===== src/rtl/core/sau_pkg.sv =====
// Shared constants, codes and fixed-point helpers of the sparse Adadelta unit.
package sau_pkg;

   localparam int VW        = 32;
   localparam int FRAC      = 24;
   localparam int DEF_MAX_ROWS = 256;
   localparam int DEF_MAX_COLS = 16;
   localparam int PROD_W    = 74;
   localparam int QT_W      = 50;
   localparam int ITER_W    = 62;
   localparam int DEN_W     = 29;
   localparam int CSR_IDX_W = 3;
   localparam int CSR_DAT_W = 31;

   localparam logic [24:0] ONE_Q = 25'd16777216;

   localparam logic [1:0] REQ_APPLY = 2'd0;
   localparam logic [1:0] REQ_LOAD  = 2'd1;
   localparam logic [1:0] REQ_READ  = 2'd2;

   localparam logic [1:0] ST_APPLIED = 2'd0;
   localparam logic [1:0] ST_DROPPED = 2'd1;
   localparam logic [1:0] ST_LOADED  = 2'd2;
   localparam logic [1:0] ST_READ    = 2'd3;

   localparam logic [CSR_IDX_W-1:0] CSR_LR   = 3'd0;
   localparam logic [CSR_IDX_W-1:0] CSR_RHO  = 3'd1;
   localparam logic [CSR_IDX_W-1:0] CSR_EPS  = 3'd2;
   localparam logic [CSR_IDX_W-1:0] CSR_ROWS = 3'd3;
   localparam logic [CSR_IDX_W-1:0] CSR_COLS = 3'd4;

   localparam logic MODE_DIV  = 1'b0;
   localparam logic MODE_SQRT = 1'b1;

   typedef struct packed {
      logic start;
      logic mode;
   } iter_ctl_type;

   // Q8.24 product scaled back, truncating toward zero.
   function automatic logic signed [QT_W-1:0] qtrunc(input logic signed [PROD_W-1:0] p);
      logic [PROD_W-1:0] t;
      t = p + (p[PROD_W-1] ? PROD_W'(24'hFFFFFF) : PROD_W'(0));
      return t[PROD_W-1:FRAC];
   endfunction

   // Clamp to the signed value range.
   function automatic logic signed [VW-1:0] sat52(input logic signed [51:0] x);
      if (x > 52'sh0_0000_7FFF_FFFF)
         return 32'sh7FFF_FFFF;
      else if (x < -52'sh0_0000_8000_0000)
         return 32'sh8000_0000;
      else
         return x[VW-1:0];
   endfunction

endpackage


===== src/rtl/core/sau_mul.sv =====
// Shared signed multiplier with registered product.
module sau_mul (
   input  logic                                clock,
   input  logic signed [40:0]                  op_a,
   input  logic signed [32:0]                  op_b,
   output logic signed [sau_pkg::PROD_W-1:0]   prod_ff
);
   logic signed [sau_pkg::PROD_W-1:0] prod_in;

   assign prod_in = sau_pkg::PROD_W'(op_a) * sau_pkg::PROD_W'(op_b);

   always_ff @(posedge clock) begin
      prod_ff <= prod_in;
   end
endmodule


===== config.mk =====
export PLATFORM = sky130hd
export DESIGN_NAME = sau_mul
export DESIGN_NICKNAME = d
export VERILOG_FILES = /design/src/rtl/core/sau_pkg.sv /design/src/rtl/core/sau_mul.sv
export SDC_FILE = /design/constraint.sdc
export NUM_CORES = 2
export LEC_CHECK = 0
export ABC_AREA = 1
export BUFFER_PORTS_ARGS = -buffer_cell sky130_fd_sc_hd__buf_2
export CAP_MARGIN = 25
export CELL_PAD_IN_SITES_DETAIL_PLACEMENT = 0
export CELL_PAD_IN_SITES_GLOBAL_PLACEMENT = 1
export CORE_MARGIN = 5
export CORE_UTILIZATION = 51
export CTS_CLUSTER_SIZE = 14
export DETAILED_ROUTE_END_ITERATION = 8
export GPL_TIMING_DRIVEN = 0
export PLACE_DENSITY = 0.84
export SLEW_MARGIN = 20
export SYNTH_ARGS = -nofsm -noshare
export SYNTH_HDL_FRONTEND = slang
export SYNTH_SLANG_ARGS = --single-unit

===== constraint.sdc =====
create_clock -name clock -period 11.68 [get_ports clock]
set_input_delay 2.92 -clock clock [delete_from_list [all_inputs] [get_ports clock]]
set_output_delay 2.92 -clock clock [all_outputs]
set_load 0.02 [all_outputs]

# Yosys cells after proc, flatten, opt, wreduce, memory -nomap -nowiden
# Cells that the tools add are included.
# op_classes
n_mul	1
# op_table
operator	n
$mul 41x33->74	1
# totals
regBits	74
out_inout_bits	74
wordCells	2

# Logic depth before layout (Yosys ltp)
# logic_depth
word_depth	1
mapped_depth	34

# Worst setup path after synthesis
# Ideal clock, no wire load.
# synth_path
kind	input port to flip-flop
from	input op_a[40]
to	register prod_ff[72] (netlist bit)
arrival_time_ps	9574
required_time_ps	11567
setup_slack_ps	1993
stages	26
n_path_buf	2
cell_sequence	clkbuf_1 -> clkbuf_1 -> nand2_1 -> inv_1 -> fa_1 -> fa_1 -> fa_1 -> fa_1 -> inv_1 -> fa_1 -> inv_1 -> fa_1 -> inv_1 -> fa_1 -> fa_1 -> inv_1 -> ha_1 -> nand2_1 -> nor3_1 -> nand2_1 -> nor2_1 -> nand2_1 -> inv_1 -> nand4_1 -> nand4_1 -> nand2_1
# synth_between
elab_chain_len	1
# synth_rtl
element	line_no	text
start: declaration	sau_mul.sv:4	input logic signed [40:0] op_a,
$mul 41x33->74	sau_mul.sv:10	assign prod_in = sau_pkg::PROD_W'(op_a) * sau_pkg::PROD_W'(op_b);
named net prod_in, one bit	sau_mul.sv:8	logic signed [sau_pkg::PROD_W-1:0] prod_in;
end signal: assignment	sau_mul.sv:13	prod_ff <= prod_in;
end: declaration	sau_mul.sv:6	output logic signed [sau_pkg::PROD_W-1:0] prod_ff
# The timed path passes the listed nets, and every way through them passes these cells.

# Worst setup path after layout
# layout_path
from	input op_a[40]
to	register prod_ff[71] (netlist bit)
# Same word-level chain as after synthesis.

==> reports/qor.yml <==
grt_overflow: 0
track_usage_pct: 40.2
core_area_sq_um: 98300
antenna_found_initial: 14
arrival_ns: 11.38
worst_slew_pin_slew_ns: 1.17
ys_warn_count: 0
post-route-drc-count: 0
critPathMaxFanout: 10
die_w_um: 324
rsz0062_at_grt: "false"
syn_inst: 6302
crit_path_end_kind: "register"
largest_reg_flops: 74
yosysSeqAreaShare_pct: 2.94
ios: 149
cts_sinks: 74
grt_max_degree: 15
fin_crit_ns: 11.18
final_max_slew_viol_count: 0
fp.dieArea_sq_um: 105000
synthDistinctLibCells: 37
run_status: "finished, final reports clean"
viasPerCell: 5.38
cp.required_ns: 11.88
synthFlopType: "dfxtp_1"
gp_congestion: 1.05
synth_area_sq_um: 50400
ys_seq_elements: 74
relSlewSlack_pct: 21.7
vias: 41559
cts_buffer_depth: 2
cts_made_buffers: 9
top_register: "prod_ff"
area_growth_pct: 5.48
finalHoldViolations: 0
critical_path_class: "in2reg"
syn_area_per_cell_sq_um: 8.00
clock.fmax_ghz: 0.0895
cts-root-buf: "clkbuf_16"
wl_um: 209000
avgRoutedWirePerCell_um: 27.0
setup-violations-final: 0
final_common_cell: "inv_1"
ant_nets: 0
synth-edff-count: 0
critPathLaunch: "op_a[40]"
fin_cells: 7719
grt_pass1_vias: 43947
final_cell_mix: "1,975 x inv_1, 1,766 x nand2_1, 1,392 x fa_1"
start_util_pct: 51.3
synthArstFlopShare_pct: 0
rows: 115
drv_cap: 0
cts.clk_slew.worst_paths_ns: 0.06
place_hpwl_um: 185000
hold_path_class: "in2reg"
reg.largest.list: "prod_ff x74"
post-place-ws_ns: -0.221
min-delay-start: "op_a[1]"
start_kind: "input port"
drive_gt1_share_pct: 3.21
cts-htree-levels: 3
drt_iter0_drc: 4485
post_cts.repair.setup_buffers: 0
synth_nets: 8003
dp.cells: 7685
min_period_over_period_pct: 95.7
die_h_um: 324
nets: 8120
port_buffers: 75
cts_tree: "yes"
grt_pass1_wl_um: 304000
fin_ws_ns: 0.505
dr.pass1.iters: 6
cells in the mapped netlist, types with 7 or more instances:
cell type / count / share of area [%]
nand4_1: 18 / 0.22
xnor2_1: 9 / 0.16
clkbuf_1: 326 / 2.4
nor4_1: 7 / 0.087
nand2_1: 1766 / 13
o21bai_1: 19 / 0.28
fa_1: 1393 / 55
nand2_2: 17 / 0.21
nand3_1: 68 / 0.67
dfxtp_1: 74 / 2.9
inv_1: 1975 / 15
xor2_1: 39 / 0.68
nor3_1: 7 / 0.069
nor2_2: 10 / 0.12
nor2_1: 171 / 1.3
o21ai_0: 36 / 0.36
a21oi_1: 87 / 0.86
or2_2: 11 / 0.14
ha_1: 233 / 5.8
stage by stage:
step / hold slack [ns] / util, % / area [sq um] / TNS, ns
after floorplan: 3.18 / - / 50400 / 0
after global placement: 3.34 / 53.3 / 52400 / -0.234
after detailed placement: 3.34 / 53.7 / 52700 / -0.364
after CTS: 3.11 / 54.0 / 53000 / 0
after global routing: 3.16 / 54.1 / 53200 / 0
final: 3.11 / 54.1 / 53200 / 0
layer usage:
layer | routed length (um) | vias up | track usage (%)
met2 | 91000 | 2302 | 61.6
met3 | 23000 | 536 | 9.87
li1 | - | 17458 | -
met5 | 57 | - | 0
met4 | 15400 | 6 | 22.0
met1 | 79200 | 21257 | 53.0
path summary, 6_finish.rpt:
kind | end | cells after the start | slack [ns]
hold / removal | prod_ff[1]$_DFF_P_ | 4 | 3.11
setup / recovery | prod_ff[71]$_DFF_P_ | 26 | 0.50
what timing repair did:
item | in CTS | in global routing
hold buffers | 0 | 0
gates resized for setup | 0 | 4
setup endpoints to repair | 0 | 2
hold endpoints to repair | 0 | 0
layout make-up:
type                    count  area, sq um
fillers                  9732        45100
multi-input cells        3925        40300
inverters                1975         7410
well taps                1287         1610
flip-flops and latches     74         1480
plain buffers             328         1270
repair buffers            106          782
clock buffers              10          239
clock inverters             6         73.8
diodes                      8         20.0
critical path: stages:
cell and delay (ns):
clkbuf_1 0.32, clkbuf_2 0.42, nand2_1 0.23, inv_1 0.13, fa_1 0.55, fa_1 0.75, fa_1 0.52, fa_1 0.96
inv_1 0.45, fa_1 0.62, inv_1 0.07, fa_1 0.53, inv_1 0.05, fa_1 0.46, fa_1 0.49, inv_1 0.04
ha_1 0.38, nand2_1 0.15, nor2_1 0.19, nand2_1 0.10, nor2_1 0.28, nand2_1 0.10, inv_1 0.10, nand4_1 0.25
nand4_1 0.19, nand2_1 0.11
cell families (layout without fill, tap and decap cells):
| kind of cell | Yosys count | after routing | share of synthesized area, % |
|---|---|---|---|
| compound gates | 159 | 159 | 1.78 |
| xor+xnor | 48 | 48 | 0.834 |
| fa+ha+maj | 1626 | 1626 | 61.1 |
| buf+inv | 2303 | 2425 | 17.1 |
| flops | 74 | 74 | 2.94 |
| other cells | 0 | 8 | 0 |
| simple gates | 2092 | 2092 | 16.2 |
Power is not shown: default switching activity piles up to over one toggle a cycle in this logic, so the estimate is an artifact.
